$ cat src/rtl/tbc_pkg.sv
// Shared types and constants for the byte-wide Trivium cipher.
// No dependencies; imported by every module in rtl/.
package tbc_pkg;

    // Register lengths of the 288-bit state
    localparam int LEN_A = 93;
    localparam int LEN_B = 84;
    localparam int LEN_C = 111;

    // Key and IV width, split into a 64-bit low word and a 16-bit high word
    localparam int KEY_LOW_W  = 64;
    localparam int KEY_HIGH_W = 16;
    localparam int KEY_W      = KEY_LOW_W + KEY_HIGH_W;

    localparam int DATA_W     = 8;
    localparam int CFG_DATA_W = 64;
    localparam int CFG_IDX_W  = 2;

    // Parameter defaults
    localparam int INIT_ROUNDS_DEF   = 1152;
    localparam int BITS_PER_ITEM_DEF = 8;

    // Operation codes
    localparam logic OP_INIT  = 1'b0;
    localparam logic OP_CRYPT = 1'b1;

    // Configuration register indexes
    localparam logic [CFG_IDX_W-1:0] CFG_KEY_LOW  = 2'd0;
    localparam logic [CFG_IDX_W-1:0] CFG_KEY_HIGH = 2'd1;
    localparam logic [CFG_IDX_W-1:0] CFG_IV_LOW   = 2'd2;
    localparam logic [CFG_IDX_W-1:0] CFG_IV_HIGH  = 2'd3;

    // What one round lane produces: keystream bit and the three feedback bits
    typedef struct packed {
        logic z;
        logic fa;
        logic fb;
        logic fc;
    } lane_out_t;

endpackage

$ cat src/rtl/trivium_byte_cipher.sv
// Trivium byte cipher, top level. Encrypt request: BITS_PER_ITEM rounds at once
// from parallel lanes, result registered in the cycle after accept, 1 byte/cycle
// unless stalled. Init request: load key and IV, then INIT_ROUNDS warm-up rounds,
// BITS_PER_ITEM per step, the remainder one per step; input stalls meanwhile.
// Reset (rst_n, async low) clears key, IV, state and output valid.
// Depends on tbc_pkg, tbc_lane, tbc_merge.
module trivium_byte_cipher import tbc_pkg::*;
#(
    parameter int INIT_ROUNDS   = INIT_ROUNDS_DEF,
    parameter int BITS_PER_ITEM = BITS_PER_ITEM_DEF
)
(
    input  logic                  clk,
    input  logic                  rst_n,
    // request channel
    input  logic                  in_valid,
    output logic                  in_stall,
    input  logic                  operation,
    input  logic [DATA_W-1:0]     data_byte,
    // result channel
    output logic                  out_valid,
    input  logic                  out_stall,
    output logic [DATA_W-1:0]     result_byte,
    // configuration write channel
    input  logic                  cfg_valid,
    output logic                  cfg_ready,
    input  logic [CFG_IDX_W-1:0]  cfg_index,
    input  logic [CFG_DATA_W-1:0] cfg_data
);

    localparam int WIDE_STEPS  = INIT_ROUNDS / BITS_PER_ITEM;
    localparam int INIT_STEPS  = WIDE_STEPS + INIT_ROUNDS % BITS_PER_ITEM;
    localparam int CNT_W       = (INIT_STEPS < 2) ? 1 : $clog2(INIT_STEPS);
    localparam int KS_W        = (BITS_PER_ITEM < DATA_W) ? DATA_W : BITS_PER_ITEM;

    typedef enum logic [1:0] {
        ST_READY  = 2'b01,
        ST_WARMUP = 2'b10
    } state_t;

    state_t                  state_reg, state_next;
    logic [CNT_W-1:0]        cnt_reg, cnt_next;

    logic [KEY_LOW_W-1:0]    key_low_reg, iv_low_reg;
    logic [KEY_HIGH_W-1:0]   key_high_reg, iv_high_reg;

    logic [LEN_A-1:0]        a_reg, a_next, a_step;
    logic [LEN_B-1:0]        b_reg, b_next, b_step;
    logic [LEN_C-1:0]        c_reg, c_next, c_step;

    logic                    out_valid_reg, out_valid_next;
    logic [DATA_W-1:0]       result_reg, result_next;

    lane_out_t [BITS_PER_ITEM-1:0] lanes;
    logic [BITS_PER_ITEM-1:0]      keystream;
    logic [KS_W-1:0]               ks_ext;

    logic in_take;
    logic out_take;
    logic take_init;
    logic take_crypt;
    logic single_step;
    logic warm_last;

    // Handshakes
    assign out_take   = out_valid_reg && !out_stall;
    assign in_stall   = (state_reg != ST_READY) || (out_valid_reg && out_stall);
    assign in_take    = in_valid && !in_stall;
    assign take_init  = in_take && (operation == OP_INIT);
    assign take_crypt = in_take && (operation == OP_CRYPT);
    assign cfg_ready  = 1'b1;

    // Round lanes, all reading the current state
    for (genvar k = 0; k < BITS_PER_ITEM; k++)
    begin : g_lane
        tbc_lane #(.LANE(k)) u_lane (
            .a_state (a_reg),
            .b_state (b_reg),
            .c_state (c_reg),
            .lane    (lanes[k])
        );
    end

    // Tail of warm-up runs one round a cycle
    assign single_step = (state_reg == ST_WARMUP) && (32'(cnt_reg) >= WIDE_STEPS);
    assign warm_last   = (32'(cnt_reg) == INIT_STEPS - 1);

    tbc_merge #(.LANES(BITS_PER_ITEM)) u_merge (
        .a_state     (a_reg),
        .b_state     (b_reg),
        .c_state     (c_reg),
        .lanes       (lanes),
        .single_step (single_step),
        .a_step      (a_step),
        .b_step      (b_step),
        .c_step      (c_step),
        .keystream   (keystream)
    );

    // Control: ready / warm-up sequencing
    always_comb
    begin
        state_next = state_reg;
        cnt_next   = cnt_reg;
        unique case (state_reg)
            ST_READY:
            begin
                if (take_init && (INIT_STEPS > 0))
                begin
                    state_next = ST_WARMUP;
                    cnt_next   = '0;
                end
            end
            ST_WARMUP:
            begin
                cnt_next = cnt_reg + 1'b1;
                if (warm_last)
                begin
                    state_next = ST_READY;
                end
            end
            default:
            begin
                state_next = ST_READY;
            end
        endcase
    end

    // Cipher state: load on init, step during warm-up or on encrypt
    always_comb
    begin
        a_next = a_reg;
        b_next = b_reg;
        c_next = c_reg;
        priority if (take_init)
        begin
            a_next = {{(LEN_A-KEY_W){1'b0}}, key_high_reg, key_low_reg};
            b_next = {{(LEN_B-KEY_W){1'b0}}, iv_high_reg, iv_low_reg};
            c_next = {3'b111, {(LEN_C-3){1'b0}}};
        end
        else if ((state_reg == ST_WARMUP) || take_crypt)
        begin
            a_next = a_step;
            b_next = b_step;
            c_next = c_step;
        end
        else
        begin
            a_next = a_reg;
        end
    end

    // Output register
    assign ks_ext = KS_W'(keystream);
    always_comb
    begin
        out_valid_next = out_valid_reg && !out_take;
        result_next    = result_reg;
        if (take_crypt)
        begin
            out_valid_next = 1'b1;
            result_next    = data_byte ^ ks_ext[DATA_W-1:0];
        end
    end

    // Control registers
    always_ff @(posedge clk or negedge rst_n)
    begin
        if (!rst_n)
        begin
            state_reg     <= ST_READY;
            cnt_reg       <= '0;
            out_valid_reg <= 1'b0;
            a_reg         <= '0;
            b_reg         <= '0;
            c_reg         <= '0;
            key_low_reg   <= '0;
            key_high_reg  <= '0;
            iv_low_reg    <= '0;
            iv_high_reg   <= '0;
        end
        else
        begin
            state_reg     <= state_next;
            cnt_reg       <= cnt_next;
            out_valid_reg <= out_valid_next;
            a_reg         <= a_next;
            b_reg         <= b_next;
            c_reg         <= c_next;
            if (cfg_valid && cfg_ready)
            begin
                unique case (cfg_index)
                    CFG_KEY_LOW:  key_low_reg  <= cfg_data;
                    CFG_KEY_HIGH: key_high_reg <= cfg_data[KEY_HIGH_W-1:0];
                    CFG_IV_LOW:   iv_low_reg   <= cfg_data;
                    CFG_IV_HIGH:  iv_high_reg  <= cfg_data[KEY_HIGH_W-1:0];
                    default:      key_low_reg  <= key_low_reg;
                endcase
            end
        end
    end

    // Result payload
    always_ff @(posedge clk)
    begin
        result_reg <= result_next;
    end

    assign out_valid   = out_valid_reg;
    assign result_byte = result_reg;

    // Checks
    a_warm_stall: assert property (@(posedge clk) disable iff (!rst_n)
        (state_reg == ST_WARMUP) |-> in_stall)
        else $error("request accepted during warm-up");

    a_warm_cnt: assert property (@(posedge clk) disable iff (!rst_n)
        (state_reg == ST_WARMUP) |-> (32'(cnt_reg) < INIT_STEPS))
        else $error("warm-up counter overran");

    a_crypt_result: assert property (@(posedge clk) disable iff (!rst_n)
        take_crypt |=> out_valid)
        else $error("encrypt request gave no result");

    a_init_silent: assert property (@(posedge clk) disable iff (!rst_n)
        take_init |=> (out_valid == $past(out_valid && out_stall)))
        else $error("init request produced a result");

endmodule

$ cat src/rtl/tbc_lane.sv
// One Trivium round lane: round LANE of a block, read from the state at its start.
// Depends on tbc_pkg (register lengths, lane_out_t).
module tbc_lane import tbc_pkg::*;
#(
    parameter int LANE = 0
)
(
    input  logic [LEN_A-1:0] a_state,
    input  logic [LEN_B-1:0] b_state,
    input  logic [LEN_C-1:0] c_state,
    output lane_out_t        lane
);

    logic t1;
    logic t2;
    logic t3;

    // Taps shifted by LANE: bit p after LANE rounds sits at p-LANE now.
    // All taps are at 65 or above, so up to 64 lanes stay independent.
    assign t1 = a_state[65-LANE] ^ a_state[92-LANE];
    assign t2 = b_state[68-LANE] ^ b_state[83-LANE];
    assign t3 = c_state[65-LANE] ^ c_state[110-LANE];

    assign lane.z  = t1 ^ t2 ^ t3;
    assign lane.fb = t1 ^ (a_state[90-LANE] & a_state[91-LANE]) ^ b_state[77-LANE];
    assign lane.fc = t2 ^ (b_state[81-LANE] & b_state[82-LANE]) ^ c_state[86-LANE];
    assign lane.fa = t3 ^ (c_state[108-LANE] & c_state[109-LANE]) ^ a_state[68-LANE];

endmodule

$ cat src/rtl/tbc_merge.sv
// Merge stage: folds the lane feedback bits into the shifted state and packs
// the keystream word. Depends on tbc_pkg.
module tbc_merge import tbc_pkg::*;
#(
    parameter int LANES = BITS_PER_ITEM_DEF
)
(
    input  logic [LEN_A-1:0]      a_state,
    input  logic [LEN_B-1:0]      b_state,
    input  logic [LEN_C-1:0]      c_state,
    input  lane_out_t [LANES-1:0] lanes,
    input  logic                  single_step,
    output logic [LEN_A-1:0]      a_step,
    output logic [LEN_B-1:0]      b_step,
    output logic [LEN_C-1:0]      c_step,
    output logic [LANES-1:0]      keystream
);

    logic [LEN_A-1:0] a_wide;
    logic [LEN_B-1:0] b_wide;
    logic [LEN_C-1:0] c_wide;

    // Full block: shift by LANES, newest round lands in bit 0
    always_comb
    begin
        a_wide = {a_state[LEN_A-1-LANES:0], {LANES{1'b0}}};
        b_wide = {b_state[LEN_B-1-LANES:0], {LANES{1'b0}}};
        c_wide = {c_state[LEN_C-1-LANES:0], {LANES{1'b0}}};
        for (int j = 0; j < LANES; j++)
        begin
            a_wide[j] = lanes[LANES-1-j].fa;
            b_wide[j] = lanes[LANES-1-j].fb;
            c_wide[j] = lanes[LANES-1-j].fc;
        end
    end

    // Keystream: first round is the most significant bit
    always_comb
    begin
        keystream = '0;
        for (int k = 0; k < LANES; k++)
        begin
            keystream[LANES-1-k] = lanes[k].z;
        end
    end

    // Single round uses lane 0 only (init tail when rounds do not divide evenly)
    always_comb
    begin
        if (single_step)
        begin
            a_step = {a_state[LEN_A-2:0], lanes[0].fa};
            b_step = {b_state[LEN_B-2:0], lanes[0].fb};
            c_step = {c_state[LEN_C-2:0], lanes[0].fc};
        end
        else
        begin
            a_step = a_wide;
            b_step = b_wide;
            c_step = c_wide;
        end
    end

endmodule
$ cat config.mk
export PLATFORM = sky130hd
export DESIGN_NAME = trivium_byte_cipher
export DESIGN_NICKNAME = d
export VERILOG_FILES = /design/src/rtl/tbc_pkg.sv /design/src/rtl/trivium_byte_cipher.sv /design/src/rtl/tbc_lane.sv /design/src/rtl/tbc_merge.sv
export SDC_FILE = /design/constraint.sdc
export NUM_CORES = 1
export LEC_CHECK = 0
export BUFFER_PORTS_ARGS = -buffer_cell sky130_fd_sc_hd__buf_2
export CAP_MARGIN = 40
export CELL_PAD_IN_SITES_DETAIL_PLACEMENT = 1
export CELL_PAD_IN_SITES_GLOBAL_PLACEMENT = 2
export CORE_MARGIN = 2
export CORE_UTILIZATION = 29
export DETAILED_ROUTE_END_ITERATION = 6
export GPL_ROUTABILITY_DRIVEN = 0
export PLACE_DENSITY = 0.56
export SYNTH_ARGS = -nofsm -noshare
export SYNTH_HDL_FRONTEND = slang
export SYNTH_SLANG_ARGS = --single-unit
$ cat constraint.sdc
create_clock -name clk -period 1.6 [get_ports clk]
set_input_delay 0.08 -clock clk [delete_from_list [all_inputs] [get_ports clk]]
set_output_delay 0.08 -clock clk [all_outputs]
set_load 0.005 [all_outputs]
==> impl_metrics.json, run 1 <==
{
  "fill_cells": 7848,
  "overflow": 0,
  "routedWlPerCell_um": 24.6,
  "p_sw_uw": 19400,
  "rsz0062_at_grt": "true",
  "clk_latency_ns": 0.63,
  "first_iter_violations": 905,
  "gr-usage-met3_pct": 2.68,
  "maxCapViolCount": 0,
  "dpl.hpwl_um": 50500,
  "core_area_um2": 74300,
  "track_usage_pct": 19.1,
  "p_int_uw": 34100,
  "status": "complete, but fails checks",
  "cts.sinks": 467,
  "combPwrFrac_pct": 37.2,
  "cp.required_ns": 2.11,
  "vdd_drop_max_uv": 1070,
  "dieHeight_um": 278,
  "min_path_type": "in -> reg",
  "syn_area_um2": 21700,
  "p_per_area_nw_per_um2": 1820,
  "num_rows": 100,
  "p_leak_uw": 0.0140,
  "seq_power_share_pct": 39.2,
  "htree_num_levels": 2,
  "path_class": "reg -> reg",
  "hold_violations": 0,
  "io_pins": 91,
  "ant_nets": 0,
  "tightest_slew_ns": 0.763,
  "cts.clk_slew.worst_paths_ns": 0.06,
  "hold_slack_ns": 0.0930,
  "cts_tree": "yes",
  "setup_viol": 306,
  "root_buffer": "clkbuf_16",
  "numCtsBuffers": 55,
  "gr-usage-met1_pct": 27.4,
  "via_count": 16156,
  "grt_pass1_vias": 17225,
  "syn_inst": 1830,
  "vias_per_cell": 5.07,
  "dieArea_um2": 77200,
  "synthFlopType": "dfrtp_1",
  "drive_above_1_share_pct": 32.9,
  "synth_nets": 1912,
  "die_x_um": 278,
  "fin_ws_ns": -0.294,
  "fin_nets": 2258,
  "synth.distinct_cells": 43,
  "io_buffers": 89,
  "slew_violations": 0,
  "yosysWarnings": 0,
  "grt_max_degree": 77,
  "clockPowerShare_pct": 23.6,
  "grt_use_met2_pct": 30.3,
  "multi_input_area_um2": 9930,
  "grt_pass1_wl_um": 113000,
  "violations": "setup timing",
  "antenna_found_initial": 2,
  "ys_seq_area_share_pct": 53.9,
  "layout_common_cells": "dfrtp_1 (458), mux2i_1 (233), nand2_1 (164), mux2_2 (160), buf_4 (152)",
  "swShare_pct": 36.3,
  "initial_core_util_pct": 29.3,
  "critPathMaxFanout": 16,
  "clock_path_buffers": 3,
  "slew_headroom_pct": 49.0,
  "fin_crit_ns": 1.89,
  "syn2layout_area_growth_pct": 35.4,
  "largest_register_ffs": 111,
  "synth_area_per_cell_um2": 11.9,
  "crit_path_start_kind": "flip-flop",
  "p_total_uw": 53600,
  "ys_ff_latch": 467,
  "drc": 0,
  "synth-edff-count": 8,
  "grt.busiest_layer": "met2",
  "critPathArrivalTime_ns": 2.40,
  "register_area_um2": 11700,
  "dr.pass1.iters": 5,
  "fin_crit_sh_pct": 118,
  "synthArstFlopShare_pct": 98.3,
  "cp-end-kind": "flip-flop",
  "wl_um": 78400,
  "clock_skew_ns": 0.0220,
  "final_common_cell": "dfrtp_1",
  "max_freq_mhz": 528
}
Yosys cell counts (2+ instances only):
cell      number  area, um2
clkbuf_1      90        338
buf_2         23        115
nand2b_1       2       12.5
mux2_2       160       1800
ha_1           2       25.0
inv_1         16       60.1
or3_1          2       12.5
o211ai_1      13       97.6
a31oi_1        4       25.0
nand4_1        3       18.8
and3_1         2       12.5
nand3b_1       2       15.0
nand2_1      166        623
o31ai_1        2       15.0
nor2b_1        2       12.5
buf_4         13       97.6
mux2i_1      262       2620
xnor2_1       48        420
xor3_1        23        547
a21oi_1       43        215
a22oi_1      156       1170
nor2_1        11       41.3
buf_6         11        124
a32oi_1        2       17.5
buf_1          2       7.51
nand3_1       16       80.1
edfxtp_1       8        240
dfrtp_1      458      11500
o21ai_0      274       1370
what timing repair did:
action,CTS,global route
buffers inserted,10,11
endpoints found under the hold margin,637,0
setup endpoints to repair,298,310
pin swaps,0,30
cloned,8,30
resized for setup,67,288
hold buffers,77,0
cells by family after synthesis:
logic type | Yosys count | synth area share (%)
muxes | 422 | 20.3
DFF | 467 | 53.9
and+or+nand+nor | 214 | 4.07
other | 1 | 0.0172
AOI/OAI and AO/OA | 496 | 13.5
adders and majority gates | 2 | 0.115
buffers and inverters | 155 | 3.41
xor gates and xnor gates | 73 | 4.59
metal layers:
metal / wire length, um / vias to the layer above
li1: - / 7369
met1: 37400 / 8458
met2: 36900 / 236
met3: 2420 / 91
met4: 1670 / 2
met5: 8 / -
final timing paths:
path / slack (ns) / depth (start not counted) / end / start
max: -0.29 / 7 / a_reg[22] / state_reg[0]
max reg2reg: -0.29 / 7 / a_reg[22] / state_reg[0]
min reg2reg: 0.50 / 1 / iv_low_reg[21] / iv_low_reg[21]
min: 0.09 / 4 / iv_high_reg[7] / cfg_index[1]
max in group asynchronous: 0.28 / 3 / c_reg[106] / rst_n
min in group asynchronous: 0.12 / 3 / c_reg[91] / rst_n
per-stage QoR:
| step | std cells | setup WS, ns | TNS [ns] | area (um2) | utilization [%] |
|---|---|---|---|---|---|
| 2_1_floorplan | 1830 | -0.133 | -27.52 | 21900 | - |
| 3_3_place_gp | 2953 | -0.294 | -56.99 | 25000 | 33.6 |
| 3_5_place_dp | 2953 | -0.338 | -74.08 | 25000 | 33.6 |
| 4_1_cts | 3147 | -0.244 | -51.91 | 28100 | 37.8 |
| 5_1_grt | 3189 | -0.381 | -89.76 | 29400 | 39.6 |
| 6_report | 3189 | -0.294 | -71.23 | 29400 | 39.6 |
cell type report:
class                           instances  share of cell area (%)
Multi-Input combinational cell       1208                    33.7
Sequential cell                       467                    39.8
Antenna cell                            1                 0.00850
Inverter                               16                   0.204
Tap cell                              969                    4.12
Timing Repair Buffer                  428                    16.0
Clock buffer                           91                    5.74
Clock inverter                          9                   0.365
power groups by stage:
stage	sequential (uW)	combinational (uW)	clock, uW
after floorplan	18900	9980	0
after global placement	21000	16900	0
after detailed placement	21000	17200	0
after CTS	20900	18000	13000
after global routing	21500	21700	13400
final	21000	19900	12600
worst max-delay path: stages, from the launching register on:
cell       delay (ns)
dfstp_2          0.60
nor2b_4          0.23
nand4_1          0.15
buf_6            0.16
nand2_8          0.14
buf_12           0.17
clkbuf_16        0.20
o21ai_0          0.10
(Power assumes the default switching activity.)
==> run 2: changes to the inputs <==
--- a/config.mk
+++ b/config.mk
@@ -11,6 +11,7 @@
 export CELL_PAD_IN_SITES_GLOBAL_PLACEMENT = 2
 export CORE_MARGIN = 2
 export CORE_UTILIZATION = 29
+export CTS_BUF_LIST = sky130_fd_sc_hd__clkbuf_8 sky130_fd_sc_hd__clkbuf_16
 export DETAILED_ROUTE_END_ITERATION = 6
 export GPL_ROUTABILITY_DRIVEN = 0
 export PLACE_DENSITY = 0.56
==> run 2 against run 1 <==
The flow still finishes with violations (setup timing); hold slack better by 0.0023 ns; combinational power is 7% lower; critical path depth is 1 higher; worst setup slack better by 0.051 ns; die area stayed put; cell area is 2.8% lower; cell count is 0.72% lower; first-iteration DRC count is 4.4% lower; sequential power hardly changed; core utilization is 1.1 points lower; non-clock buffer count is 22 lower; largest power group unchanged.
==> impl_metrics.json, run 2 (synthesized netlist as in run 1, its figures left out) <==
{
  "met2WireLength_um": 35300,
  "overflow": 0,
  "violations": "setup timing",
  "rsz0062_at_grt": "true",
  "fin_ws_ns": -0.242,
  "grt_max_degree": 77,
  "met3RoutedLength_um": 2330,
  "root_buffer": "clkbuf_16",
  "dieArea_um2": 77200,
  "final_cell_count_no_fill": 3166,
  "tightest_slew_ns": 0.778,
  "clock_skew_ns": 0.0222,
  "slew_headroom_pct": 48.0,
  "antenna_found_initial": 1,
  "p_int_uw": 33300,
  "core_area_um2": 74300,
  "clk_latency_ns": 0.63,
  "drc": 0,
  "clockPowerShare_pct": 24.0,
  "clock_path_buffers": 3,
  "cts_tree": "yes",
  "num_rows": 100,
  "swShare_pct": 36.0,
  "crit_path_start_kind": "flip-flop",
  "hold_violations": 0,
  "final_common_cell": "dfrtp_1",
  "grt_pass1_wl_um": 112000,
  "syn2layout_area_growth_pct": 31.5,
  "cp-end-kind": "flip-flop",
  "fin_crit_sh_pct": 115,
  "seq_power_share_pct": 40.2,
  "htree_num_levels": 2,
  "critPathArrivalTime_ns": 2.39,
  "wl_um": 75500,
  "dr.pass1.iters": 5,
  "dieHeight_um": 278,
  "fin_crit_ns": 1.84,
  "path_class": "reg -> reg",
  "min_path_type": "in -> reg",
  "io_buffers": 89,
  "layout_common_cells": "dfrtp_1 (457), mux2i_1 (241), nand2_1 (164), mux2_2 (160), buf_4 (156)",
  "io_pins": 91,
  "p_leak_uw": 0.0138,
  "setup_viol": 296,
  "dpl.hpwl_um": 50500,
  "routedWlPerCell_um": 23.9,
  "p_total_uw": 52000,
  "status": "complete, but fails checks",
  "num_antenna_cells": 0,
  "ant_nets": 0,
  "max_freq_mhz": 543,
  "cts.sinks": 467,
  "wirelength_met1_um": 36400,
  "vias_per_cell": 5.04,
  "fin_nets": 2236,
  "numCtsBuffers": 55,
  "track_usage_pct": 19.0,
  "maxCapViolCount": 0,
  "largest_register_ffs": 111,
  "vdd_drop_max_uv": 950,
  "cp.required_ns": 2.15,
  "dpl.cell_count": 2953,
  "die_x_um": 278,
  "slew_violations": 0,
  "drive_above_1_share_pct": 29.4,
  "topRoutingLayerUsed": "met5",
  "cts.clk_slew.worst_paths_ns": 0.06,
  "first_iter_violations": 865,
  "combPwrFrac_pct": 35.8,
  "critPathMaxFanout": 15,
  "p_per_area_nw_per_um2": 1820,
  "p_sw_uw": 18800,
  "initial_core_util_pct": 29.3,
  "via_count": 15953,
  "grt_pass1_vias": 17152
}
run 2: worst paths after layout:
| check | start | end | slack (ns) | cells after the start |
|---|---|---|---|---|
| min | cfg_index[1] | iv_high_reg[7] | 0.1 | 4 |
| max reg2reg | state_reg[0] | c_reg[84] | -0.24 | 8 |
| max | state_reg[0] | c_reg[84] | -0.24 | 8 |
| max in group asynchronous | rst_n | c_reg[106] | 0.27 | 3 |
| min reg2reg | iv_low_reg[21] | iv_low_reg[21] | 0.50 | 1 |
| min in group asynchronous | rst_n | c_reg[96] | 0.11 | 3 |
run 2: final cells by class:
class,count,area (um2)
Tap cell,969,1210
Clock buffer,73,1620
Multi-Input combinational cell,1208,9650
Sequential cell,467,11700
Inverter,16,60.1
Timing Repair Buffer,406,4160
Fill cell,7934,45700
Clock inverter,27,175
run 2: power groups by stage:
stage	combinational (uW)	clock (uW)	sequential (uW)
3_3_place_gp	16900	0	21000
2_1_floorplan	9980	0	18900
5_1_grt	20400	13300	21500
3_5_place_dp	17200	0	21000
6_report	18600	12500	20900
4_1_cts	17900	12900	20900
run 2: critical path: stages, from the launching register on:
cell and delay (ns):
dfstp_2 0.57, nor2b_1 0.08, buf_4 0.15, a31oi_4 0.19, buf_12 0.24, buf_12 0.18
buf_12 0.15, nand2_1 0.07, o21ai_1 0.10
run 2: per-layer routing:
layer | track usage [%] | vias up
met5 | 0 | -
met4 | 4.49 | 2
met3 | 2.67 | 87
met2 | 29.9 | 231
met1 | 27.4 | 8320
li1 | - | 7313
run 2: per-stage QoR:
stage               utilization (%)  hold WS [ns]  worst slack, ns  TNS [ns]  cell area [um2]
floorplan                         -        -0.216           -0.133    -27.52            21900
global placement               33.6       -0.0249           -0.294    -56.99            25000
detailed placement             33.6       -0.0256           -0.338    -74.08            25000
CTS                            37.6        0.0575           -0.248    -51.61            27900
global route                   38.5        0.0978           -0.303    -73.51            28600
finish                         38.5        0.0954           -0.242    -50.95            28600
run 2: repair_timing:
item / in CTS / in global routing
setup endpoints to repair: 298 / 301
hold buffers: 77 / 0
endpoints found under the hold margin: 637 / 0
cloned: 5 / 14
resized for setup: 72 / 189
pin swaps: 0 / 9
buffers inserted: 11 / 7
